[src/rtl/core/tccb_pkg.sv]
`timescale 1ns / 1ps

package tccb_pkg;

    // Default geometry of the cell store
    localparam int DEF_MAX_COLS = 128;
    localparam int DEF_MAX_ROWS = 64;

    // Configuration registers
    localparam int CFG_INDEX_W = 2;
    localparam int CFG_DATA_W  = 8;
    localparam logic [CFG_INDEX_W-1:0] REG_COL_COUNT = 2'd0;
    localparam logic [CFG_INDEX_W-1:0] REG_ROW_COUNT = 2'd1;
    localparam logic [7:0] COL_COUNT_RESET = 8'd80;
    localparam logic [6:0] ROW_COUNT_RESET = 7'd25;

    // Field widths of the result cursor
    localparam int COL_OUT_W = 7;
    localparam int ROW_OUT_W = 6;

    // Width used for count and limit compares (holds up to 511)
    localparam int CMPW = 9;

    // Request codes
    localparam logic [1:0] REQ_PUT   = 2'd0;
    localparam logic [1:0] REQ_CLEAR = 2'd1;
    localparam logic [1:0] REQ_READ  = 2'd2;

    // Character codes
    localparam logic [7:0] CH_SPACE     = 8'h20;
    localparam logic [7:0] CH_TILDE     = 8'h7E;
    localparam logic [7:0] CH_NEWLINE   = 8'h0A;
    localparam logic [7:0] CH_BACKSPACE = 8'h08;
    localparam logic [7:0] CH_NUL       = 8'h00;

    typedef struct packed {
        logic [1:0] req_type;
        logic [7:0] char_code;
        logic [5:0] display_line;
        logic [6:0] column;
    } req_t;

    typedef struct packed {
        logic [7:0] cell_byte;
        logic [6:0] cursor_col;
        logic [5:0] cursor_row;
        logic       wrapped;
    } rsp_t;

    typedef enum logic [2:0] {
        ST_INIT,
        ST_IDLE,
        ST_FILL_ALL,
        ST_FILL_ROW,
        ST_MOD,
        ST_READ,
        ST_DONE
    } state_t;

    // Controller to datapath
    typedef struct packed {
        logic put;
        logic read_latch;
        logic fill_all;
        logic fill_row;
        logic mod_step;
        logic mem_read;
        logic out_load;
    } cmd_t;

    // Datapath to controller
    typedef struct packed {
        logic put_blank;
        logic read_oor;
        logic wrapped;
        logic mod_last;
        logic row_last;
        logic all_last;
        logic out_free;
    } status_t;

endpackage

[src/rtl/core/tccb_ctrl.sv]
`timescale 1ns / 1ps

module tccb_ctrl
(
    input  logic              clk,
    input  logic              rst_n,
    input  logic              req_valid,
    input  logic [1:0]        req_type,
    input  tccb_pkg::status_t status,
    output logic              req_stall,
    output tccb_pkg::cmd_t    cmd
);

    tccb_pkg::state_t state_reg;
    tccb_pkg::state_t state_next;

    // State register
    always_ff @(posedge clk or negedge rst_n)
    begin
        if (!rst_n)
        begin
            state_reg <= tccb_pkg::ST_INIT;
        end
        else
        begin
            state_reg <= state_next;
        end
    end

    // Next state and commands
    always_comb
    begin
        state_next = state_reg;
        cmd        = '0;
        req_stall  = 1'b1;
        unique case (state_reg)
            tccb_pkg::ST_INIT:
            begin
                // power-up sweep: every cell to space
                cmd.fill_all = 1'b1;
                if (status.all_last)
                begin
                    state_next = tccb_pkg::ST_IDLE;
                end
            end
            tccb_pkg::ST_IDLE:
            begin
                req_stall = 1'b0;
                if (req_valid)
                begin
                    unique case (req_type)
                        tccb_pkg::REQ_PUT:
                        begin
                            cmd.put    = 1'b1;
                            state_next = status.put_blank ? tccb_pkg::ST_FILL_ROW
                                                          : tccb_pkg::ST_DONE;
                        end
                        tccb_pkg::REQ_CLEAR:
                        begin
                            state_next = tccb_pkg::ST_FILL_ALL;
                        end
                        tccb_pkg::REQ_READ:
                        begin
                            cmd.read_latch = 1'b1;
                            if (status.read_oor)
                            begin
                                state_next = tccb_pkg::ST_DONE;
                            end
                            else if (status.wrapped)
                            begin
                                state_next = tccb_pkg::ST_MOD;
                            end
                            else
                            begin
                                state_next = tccb_pkg::ST_READ;
                            end
                        end
                        default:
                        begin
                            state_next = tccb_pkg::ST_DONE;
                        end
                    endcase
                end
            end
            tccb_pkg::ST_FILL_ALL:
            begin
                cmd.fill_all = 1'b1;
                if (status.all_last)
                begin
                    state_next = tccb_pkg::ST_DONE;
                end
            end
            tccb_pkg::ST_FILL_ROW:
            begin
                cmd.fill_row = 1'b1;
                if (status.row_last)
                begin
                    state_next = tccb_pkg::ST_DONE;
                end
            end
            tccb_pkg::ST_MOD:
            begin
                cmd.mod_step = 1'b1;
                if (status.mod_last)
                begin
                    state_next = tccb_pkg::ST_READ;
                end
            end
            tccb_pkg::ST_READ:
            begin
                cmd.mem_read = 1'b1;
                state_next   = tccb_pkg::ST_DONE;
            end
            tccb_pkg::ST_DONE:
            begin
                // wait for the output register to free up
                if (status.out_free)
                begin
                    cmd.out_load = 1'b1;
                    state_next   = tccb_pkg::ST_IDLE;
                end
            end
            default:
            begin
                state_next = tccb_pkg::ST_IDLE;
            end
        endcase
    end

endmodule

[config.mk]
export PLATFORM = sky130hd
export DESIGN_NAME = tccb_ctrl
export DESIGN_NICKNAME = d
export VERILOG_FILES = /design/src/rtl/core/tccb_pkg.sv /design/src/rtl/core/tccb_ctrl.sv
export SDC_FILE = /design/constraint.sdc
export NUM_CORES = 1
export LEC_CHECK = 0
export ABC_AREA = 1
export BUFFER_PORTS_ARGS = -buffer_cell sky130_fd_sc_hd__buf_2
export CAP_MARGIN = 20
export CORE_AREA = 2 2 39 41
export CTS_CLUSTER_SIZE = 12
export DETAILED_ROUTE_END_ITERATION = 6
export DIE_AREA = 0 0 41 43
export GPL_TIMING_DRIVEN = 1
export PLACE_DENSITY_LB_ADDON = 0.15
export SYNTH_ARGS = -nofsm -noshare
export SYNTH_HDL_FRONTEND = slang
export SYNTH_SLANG_ARGS = --single-unit
[constraint.sdc]
create_clock -name clk -period 0.95 [get_ports clk]
set_input_delay 0.095 -clock clk [delete_from_list [all_inputs] [get_ports clk]]
set_output_delay 0.095 -clock clk [all_outputs]
set_load 0.01 [all_outputs]
==> results of run 1 <==
==> area by class of cell <==
type,count,area (sq um)
repair buffers,40,297
fillers,142,576
well taps,16,20.0
flip-flops and latches,3,77.6
clock buffers,4,26.3
inverters,13,51.3
multi-input cells,45,337
==> worst max-delay path: stages (launching register included) <==
cell and delay [ns]:
sky130_fd_sc_hd__dfrtp_2 0.44, sky130_fd_sc_hd__nor2_4 0.12, sky130_fd_sc_hd__inv_2 0.06, sky130_fd_sc_hd__nor2_4 0.12, sky130_fd_sc_hd__inv_4 0.06, sky130_fd_sc_hd__nor4_4 0.12, sky130_fd_sc_hd__buf_2 0.16
==> placed cells by master, fill, tap and decap left out, drive strengths merged <==
master and count:
nand4 1, nand2 21, nand3 3, nor3 2, dlygate4sd3 1, o21bai 3, dfrtp 3, inv 13
buf 39, nor4 3, nor2 10, clkbuf 4, o21ai 2
==> cells by family after synthesis <==
logic type,Yosys count,synth area share
compound gates,5,0.0915
flops,3,0.211
simple gates,40,0.560
buf+inv,13,0.137
==> timing repair <==
item,CTS,global route
gates resized for setup,21,9
pin swaps,9,8
setup buffers,7,6
setup endpoints to repair,11,11
hold endpoints to repair,3,0
hold buffers,1,0
==> worst max-delay path by stage <==
stage                                   from                  endpoint  slack (ns)  cells after the start
global route        state_reg[0]$_DFFE_PN0P_                    cmd[5]       -0.52                      7
finish              state_reg[1]$_DFFE_PN0P_                    cmd[6]       -0.45                      6
detailed placement  state_reg[2]$_DFFE_PN0P_  state_reg[1]$_DFFE_PN0P_       -0.22                      6
CTS                 state_reg[0]$_DFFE_PN0P_                    cmd[0]       -0.44                      4
floorplan           state_reg[0]$_DFFE_PN0P_                    cmd[5]       -0.15                      6
global placement    state_reg[1]$_DFFE_PN0P_                    cmd[5]       -0.22                      6
==> metal layers <==
layer  track usage  share of wire
met3        0.0471          0.032
met5             0              0
met4        0.0800              0
met1         0.176           0.38
met2         0.278           0.59
==> through the flow <==
step,worst slack [ns],instance area [sq um]
detailed placement,-0.219,564
floorplan,-0.153,389
finish,-0.447,808
global placement,-0.215,564
CTS,-0.437,731
global route,-0.521,808
==> power groups by stage <==
stage / registers [uW] / clock network (uW) / logic [uW]
6_report: 347 / 225 / 2120
2_1_floorplan: 338 / 0 / 736
4_1_cts: 332 / 232 / 1760
3_5_place_dp: 324 / 0 / 1230
3_3_place_gp: 325 / 0 / 1230
5_1_grt: 355 / 252 / 2270
==> impl_summary.md, run 1 <==
Route
The average routed wire per standard cell is 11.2 um. The pre-antenna-repair detailed-routing pass consisted of 4 iterations. For this block, the initial DRC count from the detailed router was 8. The total number of vias is 530. The sum of routed wire length over all layers is 1360 um. Once detail routing completed, the nets flagged for antenna violations numbered 0.

The residual DRC count is 0. Dividing the detail-routed via count by the number of cells gives 4.38.

Timing
In the finished design, the share of the clock period the worst path needs comes to 1.47. The worst clock skew is 0.00590 ns. Hold is met by 0.181 ns. Setup repair after global routing could not meet its margin everywhere. The final period demand of the worst path is 1.40 ns. The final worst setup slack is -0.447 ns. The worst slew margin relative to its limit is 0.841. The final setup violation count is 11.

Setup total negative slack on the finished layout was measured at -4.07 ns. The max-slew violation total from the final report came to 0. For this run, the top clock speed supported by timing is 716 MHz. The count of endpoints failing hold in the final timing report is 0.

For the pin with the worst max-slew slack, the measured transition is 0.239 ns.

Synth
The count of flip-flops with a built-in enable after synthesis is 0. The commonest cells after synthesis are sky130_fd_sc_hd__nand2_1, sky130_fd_sc_hd__inv_1, sky130_fd_sc_hd__nor2_1, sky130_fd_sc_hd__inv_2. The cell count after synthesis came out at 61. Of all flip-flops after synthesis, the portion carrying an async set or reset was 1.00. The number of synthesis warnings is 0. Synthesis instantiated 16 different standard cells from the library. The most frequently used flop master after synthesis is sky130_fd_sc_hd__dfrtp_1.

The mapped netlist covers 355 sq um. The average footprint of a synthesized cell is 5.83 sq um. The synthesized design contains 3 register bits. The net count after synthesis is 73. Ranked by total cell area, the synthesized netlist is headed by sky130_fd_sc_hd__dfrtp_1, sky130_fd_sc_hd__nand2_1, sky130_fd_sc_hd__inv_1, sky130_fd_sc_hd__nor2_1, sky130_fd_sc_hd__nor2_4.

The portion of synthesized cell area occupied by the leading cell type is 0.211. The most used standard cell by instance count after synthesis is sky130_fd_sc_hd__nand2_1. The cell type with the largest total area after synthesis is sky130_fd_sc_hd__dfrtp_1.

The sequential element share of the synthesized area is 0.211.

Pwr
Dividing total power by cell area gives a power density of 3340 nW/um^2. The share of power burned in combinational logic is 0.788. The maximum VDD drop is 1140 uV. The share of total power dissipated in sequential elements is 0.129. Internal power comes to 1450 uW. The post-layout total power is 2700 uW. Of the total power, the clock network draws 0.084. The switching part of the total is 0.463. The net switching power of the design is 1250 uW. The static power due to leakage is 0.000447 uW.

Global routing
Global routing finished with a remaining overflow of 0. The total routing resource utilization after global routing is 0.165. The largest net degree at the start of global routing is 8.

The number of global-route vias before repair was 452. The initial antenna violation count is 0. The first global-routing pass estimated 1900 um of wire.

Finish
The area growth from synthesis to layout is 127%. The number of nets in the layout is 118. The number of antenna diodes in the final layout is 0. Once layout is complete, the utilization of the core stands at 0.584. The final cell count without fillers is 121. In the final layout, the share of cells above drive strength 1 is 0.648. The register with the most flip-flops in the layout has 3 of them.

Floorplanning
The full die area is 1760 sq um. The floorplan has 14 rows. The effective utilization at floorplan is 0.257. The floorplan step set the die height to 43 um.

From left edge to right edge, the die measures 41 um. The core region is 1380 sq um. 20 I/O pins were placed.

CTS
Clock-pin slew was measured on the worst setup and hold paths at 0.04 ns. Counting along the longest clock path gives a buffer depth of 2. The clock drives 3 sinks.

TritonCTS created 3 clock buffers. CTS built an H-tree with a depth of 1. The clock reaches the later pin of the worst-skew pair after 0.23 ns. The buffer type at the clock tree root is sky130_fd_sc_hd__clkbuf_4.

TritonCTS built the clock tree.

Outcome
The run finished, with violations left. The final reports fail on setup timing.

Setup path
The critical path is of the register to output port type. In this run the register-to-register setup slack is -0.40 ns. At the worst endpoint, the required time is 0.85 ns. Data on the critical path arrives at its endpoint at 1.30 ns.

The endpoint class of the critical path is an output port. The source of the worst register-to-register timing path is state_reg[0]$_DFFE_PN0P_. Counting cells, the worst reg-to-reg path comes to 9.

In this run the worst path has a maximum fanout of 4. The capture point of the worst reg-to-reg path is state_reg[1]$_DFFE_PN0P_. The startpoint kind of the worst setup timing path is a register.

Run
The number of violations of the max-capacitance limit is 0.

Placed design
The number of placed instances, taps included, is 104. The last weighted congestion value of the routability-driven placer is 0.693. Detailed placement ended at an HPWL of 814 um. The count of port buffers added during placement is 19.

Worst hold path
The tightest min-delay check is of the input pin to asynchronous set/reset pin type.
(Power assumes the default switching activity.)
==> inputs of run 2 (changes only) <==
--- a/config.mk
+++ b/config.mk
@@ -5,7 +5,6 @@
 export SDC_FILE = /design/constraint.sdc
 export NUM_CORES = 1
 export LEC_CHECK = 0
-export ABC_AREA = 1
 export BUFFER_PORTS_ARGS = -buffer_cell sky130_fd_sc_hd__buf_2
 export CAP_MARGIN = 20
 export CORE_AREA = 2 2 39 41
@@ -14,6 +13,7 @@
 export DIE_AREA = 0 0 41 43
 export GPL_TIMING_DRIVEN = 1
 export PLACE_DENSITY_LB_ADDON = 0.15
+export SLEW_MARGIN = 5
 export SYNTH_ARGS = -nofsm -noshare
 export SYNTH_HDL_FRONTEND = slang
 export SYNTH_SLANG_ARGS = --single-unit
==> impl_summary.md, run 2 <==
Setup path
The kind of cell with the highest combined delay along the critical path is simple AND/OR/NAND/NOR gates. Among all stages on the critical path, the largest delay is contributed by sky130_fd_sc_hd__dfrtp_1. The required time reported for the critical path endpoint is 0.85 ns. The start-to-end type of the worst setup path is register to output port. Across all register-to-register paths, the minimum setup slack is -0.49 ns.

The delay of the slowest cell on the worst path is 0.39 ns. The startpoint kind of the worst setup timing path is a register. The capture point of the worst reg-to-reg path is state_reg[0]$_DFFE_PN0P_. The endpoint arrival time on the critical path is 1.35 ns.

The number of buffers and inverters on the critical path is 2. The endpoint class of the critical path is an output port. The number of cell instances on the worst register-to-register path is 4. The worst register-to-register path begins at state_reg[1]$_DFFE_PN0P_. The worst-path maximum fanout is 3.

The signal on the critical path passes through buf_6, nor2b_4, nand2_4, nor4b_4, buf_2.

Synth
The cell area that synthesis handed to floorplanning was 322 sq um. The number of nets handed over by synthesis was 52. Synthesis produced 40 cells.

The count of flip-flops with a built-in enable after synthesis is 0. The count of cell types in the netlist is 25. Counting instances in the post-synthesis netlist gives the leading cell types as sky130_fd_sc_hd__nand2_1, sky130_fd_sc_hd__buf_2, sky130_fd_sc_hd__dfrtp_1, sky130_fd_sc_hd__inv_1, sky130_fd_sc_hd__o21ai_1. Of the post-synthesis cell area, the dominant cell type holds 0.233.

The sequential element share of the synthesized area is 0.233. The number of synthesis warnings is 0. The most frequently used flop master after synthesis is sky130_fd_sc_hd__dfrtp_1. After synthesis, the cell types taking the most area are sky130_fd_sc_hd__dfrtp_1, sky130_fd_sc_hd__or4b_1, sky130_fd_sc_hd__buf_2, sky130_fd_sc_hd__o21ai_1, sky130_fd_sc_hd__nand2_1. The register bit count reported by yosys is 3. Counting flops with an async set or reset pin after synthesis yields a share of 1.00. The average footprint of a synthesized cell is 8.04 sq um.

The cell type with the largest total area after synthesis is sky130_fd_sc_hd__dfrtp_1. The most used standard cell by instance count after synthesis is sky130_fd_sc_hd__nand2_1.

Placed design
In this run, placement finished with an instance count of 85. The count of buffers added on input and output ports is 19. Detailed placement ended at an HPWL of 847 um. The placed cell area is 564 sq um.

The last weighted congestion value of the routability-driven placer is 0.728.

Floorplanning
The count of standard-cell rows is 14. The area inside the core boundary is 1380 sq um. The die is 43 um tall. The width of the die is 41 um. The floorplan step defined a die boundary enclosing 1760 sq um. The number of top-level pins is 20.

The effective utilization at floorplan is 0.232.

Pwr
The worst-case IR drop observed on VDD is 1270 uV. The internal power of the cells totals 1340 uW. In this run the power density over the cells is 3120 nW/um^2. The static power due to leakage is 0.000347 uW.

The net switching power of the design is 910 uW. The share of total power dissipated in combinational logic is 0.773. The switching part of the total is 0.405.

The sequential share of power is 0.125. The share of total power dissipated in the clock network is 0.102.

Route
For this run, design rule violations remaining after detail routing come to 0. The final antenna-violating net count is 0. The first-pass iteration count of the detailed router is 2.

The average routed wire per standard cell is 13.1 um. Wires add up to 1250 um. In the routed layout, each cell is associated on average with a via count of 5.07.

After the first detailed-routing iteration, the DRC count stood at 3. The total number of vias is 487.

Timing
The highest achievable clock rate is 694 MHz. The setup TNS after final layout is -4.68 ns. After layout, the worst setup slack is -0.491 ns. The max-slew violation total from the final report is 0. Dividing the final minimum period by the clock period gives 1.52. For the finished layout, the period the worst path requires is 1.44 ns.

The worst clock skew is 0.00130 ns. Setup violations remaining at the end of the flow were counted as 11. The count of endpoints failing hold in the final timing report was 0. At the pin with the least slew margin, the transition time is 0.265 ns. The worst slew margin relative to its limit is 0.821.

Setup repair after global routing could not meet its margin everywhere.

Finish
The most frequent standard cell in the layout excluding fill and tap cells is sky130_fd_sc_hd__buf_2. The count of cells in the finished layout, fillers not included, comes to 96. The number of inserted diodes is 0. The final layout contains 93 nets. The library cells used most frequently in the layout, excluding fill and tap cells, are sky130_fd_sc_hd__buf_2, sky130_fd_sc_hd__buf_4, sky130_fd_sc_hd__buf_6. The register with the most flip-flops in the layout has 3 of them. After routing the design area is 719 sq um.

In the final layout, the share of cells above drive strength 1 is 0.663. The area growth from synthesis to layout is 124%.

Outcome
The run finished, with violations left. The final reports fail on setup timing.

CTS
The total CTS buffers is 3. Counting along the longest clock path gives a buffer depth of 2. The buffer type at the clock tree root is sky130_fd_sc_hd__clkbuf_4.

After clock tree synthesis, the clock-pin slew on the worst setup and hold paths is 0.04 ns. The maximum level of the CTS H-tree is 1. The worst-skew pair later-pin latency is 0.24 ns. The number of clock sinks seen by CTS is 3. TritonCTS built the clock tree.

Run
The number of violations of the max-capacitance limit is 0.

Global routing
The number of global-route vias before repair is 484. The overflow left after global routing is 0. Entering global routing, the biggest net connects 7 pins. Across every metal layer, demand over resource in global routing totals 0.166. The initial antenna violation count is 0.

The global-route wire length before repair is 2010 um.

Worst hold path
The path class of the tightest hold or removal check is input pin to asynchronous set/reset pin.
==> run 2: power by group through the flow <==
stage	Combinational (uW)	Sequential [uW]	Clock, uW
after floorplan	709	246	0
after global placement	1180	287	0
after CTS	1490	280	240
after detailed placement	1170	291	0
final	1740	281	229
after global routing	1890	289	254
==> run 2: area by class of cell <==
| class | count | area, sq um |
|---|---|---|
| fill | 132 | 664 |
| timing repair buffer | 39 | 293 |
| multi-input combinational | 31 | 292 |
| sequential | 3 | 75.1 |
| clock buffer | 4 | 26.3 |
| tap | 16 | 20.0 |
| inverter | 3 | 13.8 |
==> run 2: through the flow <==
| stage | hold slack, ns | total power, uW | utilization | setup WS, ns |
|---|---|---|---|---|
| after floorplan | -0.201 | 956 | - | -0.307 |
| after global placement | -0.103 | 1470 | 0.408 | -0.360 |
| after detailed placement | -0.106 | 1460 | 0.408 | -0.371 |
| after CTS | 0.180 | 2010 | 0.482 | -0.486 |
| after global routing | 0.192 | 2430 | 0.520 | -0.547 |
| final | 0.183 | 2250 | 0.520 | -0.491 |
==> run 2: timing repair <==
item                                    in CTS  in global routing
endpoints found under the setup margin      11                 11
setup buffers                                2                  4
pin swaps                                    4                  2
hold endpoints to repair                     3                  0
hold buffers                                 1                  0
gates resized for setup                     13                  5
==> run 2: how the worst max path moves through the flow <==
stage	slack (ns)	cells after the start	from	end
finish	-0.49	5	state_reg[1]$_DFFE_PN0P_	cmd[5]
global route	-0.55	5	state_reg[1]$_DFFE_PN0P_	cmd[5]
CTS	-0.49	4	state_reg[1]$_DFFE_PN0P_	state_reg[0]$_DFFE_PN0P_
detailed placement	-0.37	3	state_reg[1]$_DFFE_PN0P_	state_reg[0]$_DFFE_PN0P_
global placement	-0.36	3	state_reg[1]$_DFFE_PN0P_	state_reg[0]$_DFFE_PN0P_
floorplan	-0.31	4	state_reg[2]$_DFFE_PN0P_	state_reg[2]$_DFFE_PN0P_
==> run 2: layer usage <==
layer / vias up / part of all wire / GRT usage
met5: - / 0 / 0
met4: 0 / 0.0056 / 0.0600
met3: 3 / 0.065 / 0.0524
met2: 14 / 0.52 / 0.253
met1: 234 / 0.41 / 0.211
li1: 236 / - / -
==> run 2: cell families (layout without fill, tap and decap cells) <==
| group | count (synthesis) | count (layout) | share of synthesized area |
|---|---|---|---|
| compound gates | 12 | 12 | 0.268 |
| simple gates | 18 | 18 | 0.385 |
| buf+inv | 6 | 46 | 0.0817 |
| flops | 3 | 3 | 0.233 |
| mux | 1 | 1 | 0.0311 |
